--- config.mk ---
export PLATFORM = sky130hd
export DESIGN_NAME = dual_touch_point_tracker_core
export DESIGN_NICKNAME = d
export VERILOG_FILES = /design/src/design/dtpt_pkg.sv /design/src/design/dtpt_pair.sv /design/src/design/dtpt_hist.sv /design/src/design/dual_touch_point_tracker_core.sv
export SDC_FILE = /design/constraint.sdc
export NUM_CORES = 2
export LEC_CHECK = 0
export BUFFER_PORTS_ARGS = -buffer_cell sky130_fd_sc_hd__buf_2
export CAP_MARGIN = 20
export CORE_MARGIN = 2
export CORE_UTILIZATION = 35
export DETAILED_ROUTE_END_ITERATION = 8
export PLACE_DENSITY = 0.57
export SYNTH_ARGS = -nofsm -noshare
export SYNTH_HDL_FRONTEND = slang
export SYNTH_SLANG_ARGS = --single-unit
--- constraint.sdc ---
create_clock -name clk -period 54.1 [get_ports clk]
set_input_delay 10.82 -clock clk [delete_from_list [all_inputs] [get_ports clk]]
set_output_delay 10.82 -clock clk [all_outputs]
set_load 0.02 [all_outputs]
--- src/design/dtpt_pkg.sv ---
// Shared types, register indexes and helper functions for the dual touch point tracker.
// No dependencies; every other design file imports this package.
package dtpt_pkg;

  localparam int CoordW = 16;
  localparam int HoldW  = 10;
  localparam int WinW   = 12;
  localparam int CfgW   = 12;
  localparam int CfgIdxW = 2;

  typedef logic [CoordW-1:0] coord_t;
  // Both points of one report, indexed [finger][axis]; axis 0 is X and axis 1 is Y.
  // Packed so that finger one X sits in the lowest bits, then Y1, X2 and Y2.
  typedef logic [1:0][1:0][CoordW-1:0] pts_t;

  typedef struct packed {
    logic nz;
    logic neg;
  } spd_sign_t;

  typedef spd_sign_t [1:0][1:0] sign_set_t;

  typedef struct packed {
    logic step;
    logic clear;
  } hist_ctl_t;

  typedef struct packed {
    logic rev_x;
    logic rev_y;
    logic empty;
  } hist_stat_t;

  localparam logic [CfgIdxW-1:0] REG_SINGLE_HOLD = 2'd0;
  localparam logic [CfgIdxW-1:0] REG_PAIR_HOLD   = 2'd1;
  localparam logic [CfgIdxW-1:0] REG_SWAP_WIN_Y  = 2'd2;
  localparam logic [CfgIdxW-1:0] REG_SWAP_WIN_X  = 2'd3;

  localparam logic [HoldW-1:0] SINGLE_HOLD_RESET = 10'd10;
  localparam logic [HoldW-1:0] PAIR_HOLD_RESET   = 10'd10;
  localparam logic [WinW-1:0]  SWAP_WIN_Y_RESET  = 12'd250;
  localparam logic [WinW-1:0]  SWAP_WIN_X_RESET  = 12'd200;

  function automatic coord_t abs_diff(input coord_t a, input coord_t b);
    abs_diff = (a >= b) ? (a - b) : (b - a);
  endfunction

  // A reversal needs both speeds nonzero and of opposite sign.
  function automatic logic reversed(input spd_sign_t now, input spd_sign_t prior);
    reversed = now.nz && prior.nz && (now.neg != prior.neg);
  endfunction

endpackage

--- src/design/dtpt_pair.sv ---
// Pairs the raw X and Y values of a two-finger report by Manhattan distance.
// Depends on dtpt_pkg.
module dtpt_pair (
  input  dtpt_pkg::pts_t   raw,
  input  dtpt_pkg::coord_t last_x,
  input  dtpt_pkg::coord_t last_y,
  output dtpt_pkg::pts_t   paired
);
  import dtpt_pkg::*;

  coord_t            dx [2];
  coord_t            dy [2];
  logic [CoordW:0]   cand_d [4];
  logic [CoordW:0]   best_d;
  logic [1:0]        best;

  always_comb begin
    for (int f = 0; f < 2; f++) begin
      dx[f] = abs_diff(raw[f][0], last_x);
      dy[f] = abs_diff(raw[f][1], last_y);
    end
    // Candidate bit 0 picks the X source, bit 1 the Y source.
    for (int i = 0; i < 4; i++) begin
      cand_d[i] = {1'b0, dx[i % 2]} + {1'b0, dy[i / 2]};
    end
    best   = 2'd0;
    best_d = cand_d[0];
    // Strict compare: on a tie the earlier candidate stays.
    for (int i = 1; i < 4; i++) begin
      if (cand_d[i] < best_d) begin
        best_d = cand_d[i];
        best   = 2'(i);
      end
    end
    paired[0][0] = raw[best[0]][0];
    paired[0][1] = raw[best[1]][1];
    paired[1][0] = raw[~best[0]][0];
    paired[1][1] = raw[~best[1]][1];
  end

endmodule

--- src/design/dtpt_hist.sv ---
// Point history of the two-finger path: hold of small moves, entry count and speed signs.
// Depends on dtpt_pkg.
module dtpt_hist #(
  parameter int DEPTH = 5
) (
  input  logic                    clk,
  input  logic                    rst,
  input  dtpt_pkg::pts_t          pts,
  input  logic [9:0]              hold_limit,
  input  dtpt_pkg::hist_ctl_t     ctl,
  output dtpt_pkg::hist_stat_t    stat
);
  import dtpt_pkg::*;

  localparam int CntW = $clog2(DEPTH + 1);

  pts_t            hist [DEPTH];
  pts_t            hist_next [DEPTH];
  pts_t            shift_src [DEPTH];
  pts_t            newest;
  pts_t            held;
  pts_t            wr;
  pts_t            newest_post;
  pts_t            oldest_post;
  logic [CntW-1:0] count;
  logic [CntW-1:0] inc;
  logic [CntW-1:0] slot;
  logic [CntW-1:0] kept;
  logic            full;
  logic            have_prev;
  logic            reject;
  logic            zero_spd;
  sign_set_t       last_sign;
  sign_set_t       sign_now;

  for (genvar i = 0; i < DEPTH - 1; i++) begin : g_shift
    assign shift_src[i] = hist[i + 1];
  end
  assign shift_src[DEPTH-1] = hist[DEPTH-1];

  always_comb begin
    full      = (count == CntW'(DEPTH));
    inc       = full ? count : count + 1'b1;
    slot      = inc - 1'b1;
    have_prev = (count != '0);
    // The newest stored entry is the one compared against; a repeated point or a
    // shared coordinate is not kept.
    reject = have_prev && ((pts == newest) ||
                           (pts[0][1] == pts[1][1]) || (pts[0][0] == pts[1][0]));
    for (int f = 0; f < 2; f++) begin
      for (int a = 0; a < 2; a++) begin
        held[f][a] = (abs_diff(pts[f][a], newest[f][a]) < {6'd0, hold_limit}) ?
                     newest[f][a] : pts[f][a];
      end
    end
    wr          = have_prev ? held : pts;
    kept        = reject ? slot : inc;
    newest_post = reject ? newest : wr;
    if (full) begin
      oldest_post = hist[1];
    end else if (have_prev) begin
      oldest_post = hist[0];
    end else begin
      oldest_post = wr;
    end
    zero_spd = (kept == CntW'(1));
    for (int f = 0; f < 2; f++) begin
      for (int a = 0; a < 2; a++) begin
        sign_now[f][a].nz  = !zero_spd && (newest_post[f][a] != oldest_post[f][a]);
        sign_now[f][a].neg = !zero_spd && (newest_post[f][a] < oldest_post[f][a]);
      end
    end
    stat.rev_y = reversed(sign_now[0][1], last_sign[0][1]) ||
                 reversed(sign_now[1][1], last_sign[1][1]);
    stat.rev_x = reversed(sign_now[0][0], last_sign[0][0]) ||
                 reversed(sign_now[1][0], last_sign[1][0]);
    stat.empty = (count == '0);

    // A full history drops its oldest entry even when the new one is not kept.
    for (int i = 0; i < DEPTH; i++) begin
      hist_next[i] = hist[i];
      if (ctl.step) begin
        if (!reject && (slot == CntW'(i))) begin
          hist_next[i] = wr;
        end else if (full) begin
          hist_next[i] = shift_src[i];
        end
      end
    end
  end

  always_ff @(posedge clk) begin
    if (rst) begin
      count     <= '0;
      last_sign <= '0;
    end else begin
      if (ctl.step) begin
        last_sign <= sign_now;
      end
      if (ctl.clear) begin
        count <= '0;
      end else if (ctl.step) begin
        count <= kept;
      end
    end
  end

  always_ff @(posedge clk) begin
    hist <= hist_next;
    if (ctl.step) begin
      newest <= newest_post;
    end
  end

endmodule

--- src/design/dual_touch_point_tracker_core.sv ---
// Top level of the dual touch point tracker: stream ports, configuration registers,
// input and result registers, hold and swap logic. Depends on dtpt_pkg, dtpt_pair, dtpt_hist.
//
//  Channel   Direction  Handshake                  Payload
//  s_axis    in         s_axis_tvalid/tready       tdata: raw_x1, raw_y1, raw_x2, raw_y2
//  m_axis    out        m_axis_tvalid/tready       tdata: first/second X,Y; tuser: down flags
//  cfg       in         cfg_we (no wait)           cfg_index, cfg_data
//
// One item per cycle sustained while the result is not stalled; an item passes through
// the input register and then leaves from the result register.
// The rate is set by the tracking loop: last points, history and speed signs are
// updated in the same cycle that the item moves into the result register.
// Reset clears both valid flags, the tracked points, the history count and the speeds.
// A stalled result holds the item in the input register; the input is still taken
// whenever the result register drains or is empty.
module dual_touch_point_tracker_core #(
  parameter int HISTORY_DEPTH = 5
) (
  input  logic        clk,
  input  logic        rst,
  input  logic        s_axis_tvalid,
  output logic        s_axis_tready,
  input  logic [63:0] s_axis_tdata,   // raw_x1, raw_y1, raw_x2, raw_y2
  output logic        m_axis_tvalid,
  input  logic        m_axis_tready,
  output logic [63:0] m_axis_tdata,   // first_x, first_y, second_x, second_y
  output logic [1:0]  m_axis_tuser,   // first_down, second_down
  input  logic        cfg_we,
  input  logic [1:0]  cfg_index,
  input  logic [11:0] cfg_data
);
  import dtpt_pkg::*;

  logic [HoldW-1:0] single_hold_limit;
  logic [HoldW-1:0] pair_hold_limit;
  logic [WinW-1:0]  swap_window_y;
  logic [WinW-1:0]  swap_window_x;

  pts_t       in_pts;
  logic       in_valid;
  pts_t       out_pts;
  logic [1:0] out_down;
  logic       out_valid;
  pts_t       last_pts;
  logic       was_down;

  logic       advance;
  logic       down1;
  logic       down2;
  logic       single_hold;
  logic       swap_y;
  logic       swap_x;
  pts_t       paired;
  pts_t       c_next;
  hist_ctl_t  hctl;
  hist_stat_t hstat;

  always_ff @(posedge clk) begin
    if (rst) begin
      single_hold_limit <= SINGLE_HOLD_RESET;
      pair_hold_limit   <= PAIR_HOLD_RESET;
      swap_window_y     <= SWAP_WIN_Y_RESET;
      swap_window_x     <= SWAP_WIN_X_RESET;
    end else if (cfg_we) begin
      unique case (cfg_index)
        REG_SINGLE_HOLD: single_hold_limit <= cfg_data[HoldW-1:0];
        REG_PAIR_HOLD:   pair_hold_limit   <= cfg_data[HoldW-1:0];
        REG_SWAP_WIN_Y:  swap_window_y     <= cfg_data[WinW-1:0];
        REG_SWAP_WIN_X:  swap_window_x     <= cfg_data[WinW-1:0];
        default: ;
      endcase
    end
  end

  assign advance       = in_valid && (!out_valid || m_axis_tready);
  assign s_axis_tready = !in_valid || advance;

  dtpt_pair u_pair (
    .raw    (in_pts),
    .last_x (last_pts[0][0]),
    .last_y (last_pts[0][1]),
    .paired (paired)
  );

  dtpt_hist #(
    .DEPTH (HISTORY_DEPTH)
  ) u_hist (
    .clk        (clk),
    .rst        (rst),
    .pts        (paired),
    .hold_limit (pair_hold_limit),
    .ctl        (hctl),
    .stat       (hstat)
  );

  always_comb begin
    down1 = |in_pts[0];
    down2 = |in_pts[1];
    single_hold = (abs_diff(last_pts[0][0], in_pts[0][0]) < {6'd0, single_hold_limit}) &&
                  (abs_diff(last_pts[0][1], in_pts[0][1]) < {6'd0, single_hold_limit});
    // The swap windows compare the gaps of the paired points; swapping X leaves the
    // X gap unchanged, so both checks may use the paired values.
    swap_y = hstat.rev_y &&
             (abs_diff(paired[0][1], paired[1][1]) < {4'd0, swap_window_y});
    swap_x = hstat.rev_x &&
             (abs_diff(paired[0][0], paired[1][0]) < {4'd0, swap_window_x});

    if (!down2) begin
      c_next = single_hold ? last_pts : in_pts;
    end else if (!was_down) begin
      c_next = in_pts;
    end else begin
      c_next = paired;
      if (swap_y) begin
        c_next[0][0] = paired[1][0];
        c_next[1][0] = paired[0][0];
      end
      if (swap_x) begin
        c_next[0][1] = paired[1][1];
        c_next[1][1] = paired[0][1];
      end
    end

    hctl.step  = advance && down2 && was_down;
    hctl.clear = advance && (!down2 || (was_down && (swap_x || swap_y)));
  end

  always_ff @(posedge clk) begin
    if (rst) begin
      in_valid  <= 1'b0;
      out_valid <= 1'b0;
      last_pts  <= '0;
      was_down  <= 1'b0;
    end else begin
      if (s_axis_tready) begin
        in_valid <= s_axis_tvalid;
      end
      if (advance) begin
        out_valid <= 1'b1;
        last_pts  <= c_next;
        was_down  <= down1;
      end else if (m_axis_tready) begin
        out_valid <= 1'b0;
      end
    end
  end

  always_ff @(posedge clk) begin
    if (s_axis_tvalid && s_axis_tready) begin
      in_pts <= s_axis_tdata;
    end
    if (advance) begin
      out_pts  <= c_next;
      out_down <= {down2, down1};
    end
  end

  assign m_axis_tvalid = out_valid;
  assign m_axis_tdata  = out_pts;
  assign m_axis_tuser  = out_down;

  // The input side only stalls behind a full result register that is not drained.
  a_stall_cause: assert property (@(posedge clk) disable iff (rst)
    !s_axis_tready |-> (in_valid && out_valid && !m_axis_tready))
    else $error("input stalled without a blocked result");

  // A one-finger report always leaves the history empty.
  a_single_clears: assert property (@(posedge clk) disable iff (rst)
    (advance && !down2) |=> hstat.empty)
    else $error("history not emptied after a one-finger report");

  // Reset leaves both register stages empty.
  a_reset_empty: assert property (@(posedge clk)
    rst |=> (!in_valid && !out_valid))
    else $error("register stages not empty after reset");

endmodule
==> metrics.md <==
| Metric | Value |
|---|---|
| Core Region | 148000 um^2 |
| Resized Gates After CTS | 0 |
| Total negative slack | 0 ns |
| Status | completed |
| Slowest cell delay on critical path | 0.89 ns |
| Max-Cap Viols | 0 |
| R2r setup slk | 26.88 ns |
| DRT iter0 DRCs | 4259 |
| I/O pin total | 151 |
| Die Area | 153000 um^2 |
| Unique masters post-synth | 102 |
| Largest family of logic cells by synthesized area | compound AO/OA/AOI/OAI gates |
| Die H | 391 um |
| Worst setup path class | register to register |
| Post-CTS Setup Inserts | 0 |
| # rows | 141 |
| CTS root buf | clkbuf_16 |
| Worst-path fanout max | 79 |
| Compound-cell area share of the yosys netlist | 0.205 |
| Final Util | 0.389 |
| Pre-CTS setup slack | 27.07 ns |
| H-tree depth | 3 |
| Number of placed instances, taps included | 7612 |
| Sinks on Clock Net | 636 |
| Register area share after synthesis | 0.342 |
| Largest net degree at the start of global routing | 90 |
| Crit start category | register |
| CTS tree | built |
| EDFF count, synth | 514 |
| Nets@finish | 6383 |
| Predominant post-synthesis flop cell | edfxtp_1 |
| CTS buffer count | 77 |
| Post-Syn Area per Cell | 9.09 um^2 |
| Die W | 391 um |
| P&R area growth vs syn | 10.2% |
| Crit path DAT | 27.66 ns |
| All-Layer GR Usage | 0.245 |
| Setup Viol. Count Final | 0 |
| Hold Crit Class | register to register |
| Vias per cell | 5.77 |
| Adder-cell share of the synthesized area | 0.135 |
| DRT antenna net count | 0 |
| Vias in the first global route | 43000 |
| First-pass GRT wire length | 283000 um |
| Post-route DRC | 0 |
| Initial core utilization | 0.353 |
| Final Skew | 0.0235 ns |
| Relative slew slack | 0.168 |
| CP dominant cell by count | o21ai_0 |
| Synth async-reset ratio | 0 |
| Xor/xnor cell area share of the yosys netlist | 0.0377 |
| Worst-margin pin slew | 1.24 ns |
| Yosys reg bits | 636 |
| Routed wire per std cell | 24.7 um |
| DR vias | 44800 |
| Fin worst setup slack | 26.88 ns |
| Congestion Overflow GR | 0 |
| Mapped Cells | 5755 |
| Fin crit share | 0.503 |
| Mux cell area share after synthesis | 0.0930 |
| RSZ-0062 raised after global routing | false |
| Initial antenna violation count | 14 |
| Synthesized-area fraction occupied by and/or/nand/nor cells | 0.135 |
| Input/output buffers | 150 |
| Pre-antenna DRT Iters | 6 |
| Final Max Slew Viols | 0 |
| Hold Violations, Final | 0 |
| Non-filler cells, final | 7762 |
| Synth Net Count | 6375 |
| Worst-Skew Late Latency | 0.70 ns |
| # hold bufs at CTS | 0 |
| WL final | 191000 um |
| Share of cells above drive strength 1 | 0.120 |
| Final HPWL DP | 147000 um |
| Worst path buffer plus inverter count | 4 |
| Largest delay contributor family on the critical path | compound AO/OA/AOI/OAI gates |
| Worst Setup End Kind | register |
| Critical path required time | 54.54 ns |
| CTS Buffer Depth | 3 |
| Slowest-stage cell, CP | edfxtp_1 |
| Mapped cell area | 52300 um^2 |
| Max frequency | 36.7 MHz |
| Fin crit period | 27.22 ns |
| Worst-path clk slew | 0.06 ns |
| Yosys warns | 0 |
| GP Congestion | 0.981 |
through the flow:
stage | area [um^2] | hold slack, ns
floorplan | 52300 | 0.434
global placement | 55000 | 0.445
detailed placement | 55000 | 0.447
CTS | 57600 | 0.455
global route | 57600 | 0.468
finish | 57600 | 0.457
cell usage in the layout, fill, tap and decap left out, types with 19 or more instances in the layout:
| cell | count |
|---|---|
| a21oi_1 | 512 |
| o21a_1 | 55 |
| mux2_2 | 261 |
| a21boi_0 | 23 |
| xnor2_1 | 146 |
| nor2_1 | 397 |
| a21o_1 | 202 |
| nor2b_1 | 79 |
| ha_1 | 516 |
| a311oi_1 | 70 |
| fa_1 | 20 |
| a41oi_1 | 20 |
| nor4_1 | 28 |
| a31oi_1 | 23 |
| buf_4 | 80 |
| nand3_1 | 115 |
| maj3_1 | 19 |
| mux2i_1 | 190 |
| dfxtp_1 | 121 |
| o21ai_0 | 308 |
| nand2_1 | 607 |
| inv_1 | 369 |
| o211ai_1 | 39 |
| o31ai_1 | 96 |
| buf_2 | 151 |
| a211oi_1 | 38 |
| nand2b_1 | 63 |
| xor2_1 | 79 |
| o21bai_1 | 40 |
| and2_1 | 32 |
| nor3_1 | 64 |
| clkbuf_16 | 78 |
| nand4_1 | 72 |
| edfxtp_1 | 514 |
worst reg2reg max path, delay by kind of cell (launching register included):
kind                     cells  cell delay, ns
adder cells (fa/ha/maj)      8            2.86
multiplexers                 4            1.90
AO/OA/AOI/OAI               69           13.76
XOR/XNOR                     4            1.07
AND/OR/NAND/NOR             23            4.65
buffers and inverters        4            1.86
flip-flops                   1            0.89
cell families (layout without fill, tap and decap cells):
logic type,after synthesis,in the layout
simple gates,1558,1558
compound gates,1645,1645
flops,636,636
fa+ha+maj,557,557
xor+xnor,225,225
other cells,0,4
mux,452,452
buf+inv,682,755
final cells by class:
class | instances | area, um^2
diodes | 4 | 10.0
clock buffers | 96 | 2050
clock inverters | 48 | 556
fillers | 14800 | 90400
inverters | 378 | 1420
multi-input cells | 4437 | 31900
flip-flops and latches | 636 | 17900
well taps | 1930 | 2410
repair buffers | 233 | 1380
sequential cells by signal, indices dropped and copies added, names as in the netlist, 8 cells and up:
signal	flops
in_pts	64
last_pts	64
m_axis_tdata	64
pair_hold_limit	10
single_hold_limit	10
swap_window_x	12
swap_window_y	12
u_hist.hist	320
u_hist.last_sign	8
u_hist.newest	64
worst paths after layout:
path                                       from                       endpoint  cells past startpoint
hold reg to reg   swap_window_x[1]$_SDFFE_PP0P_  swap_window_x[1]$_SDFFE_PP0P_                      2
setup reg to reg           in_pts[29]$_DFFE_PP_     m_axis_tdata[52]$_DFFE_PP_                    112
setup / recovery           in_pts[29]$_DFFE_PP_     m_axis_tdata[52]$_DFFE_PP_                    112
hold / removal    swap_window_x[1]$_SDFFE_PP0P_  swap_window_x[1]$_SDFFE_PP0P_                      2
synth_stat cells (all sizes together), types with 23 or more instances:
cell type  count  share of area
and2          34         0.0041
a21oi        519          0.050
a31oi         23         0.0028
nor2b         79         0.0094
a211oi        40         0.0061
nand2        615          0.044
clkbuf       235          0.017
a21o         202          0.029
nor3          67         0.0064
nand2b        63         0.0075
xor2          79          0.013
mux2i        191          0.037
o211ai        40         0.0058
nand4         72         0.0086
dfxtp        122          0.047
o21bai        41         0.0059
o31ai         97          0.014
a311oi        71          0.012
mux2         261          0.056
nand3        116          0.011
nor4          30         0.0036
edfxtp       514           0.30
buf           65         0.0078
a21boi        25         0.0036
inv          371          0.027
o21ai        323          0.031
o21a          57         0.0082
xnor2        146          0.024
nor2         401          0.029
ha           517           0.12
layer usage:
layer | global-route usage | vias to the layer above | routed length, um
li1 | - | 21100 | -
met1 | 0.325 | 21800 | 83300
met2 | 0.398 | 1594 | 87000
met3 | 0.0359 | 327 | 12700
met4 | 0.101 | 10 | 8280
met5 | 0 | - | 68
Power is left out: the tool's default activity adds up to more than one toggle a clock period on the data nets, which glitch-free logic cannot reach.
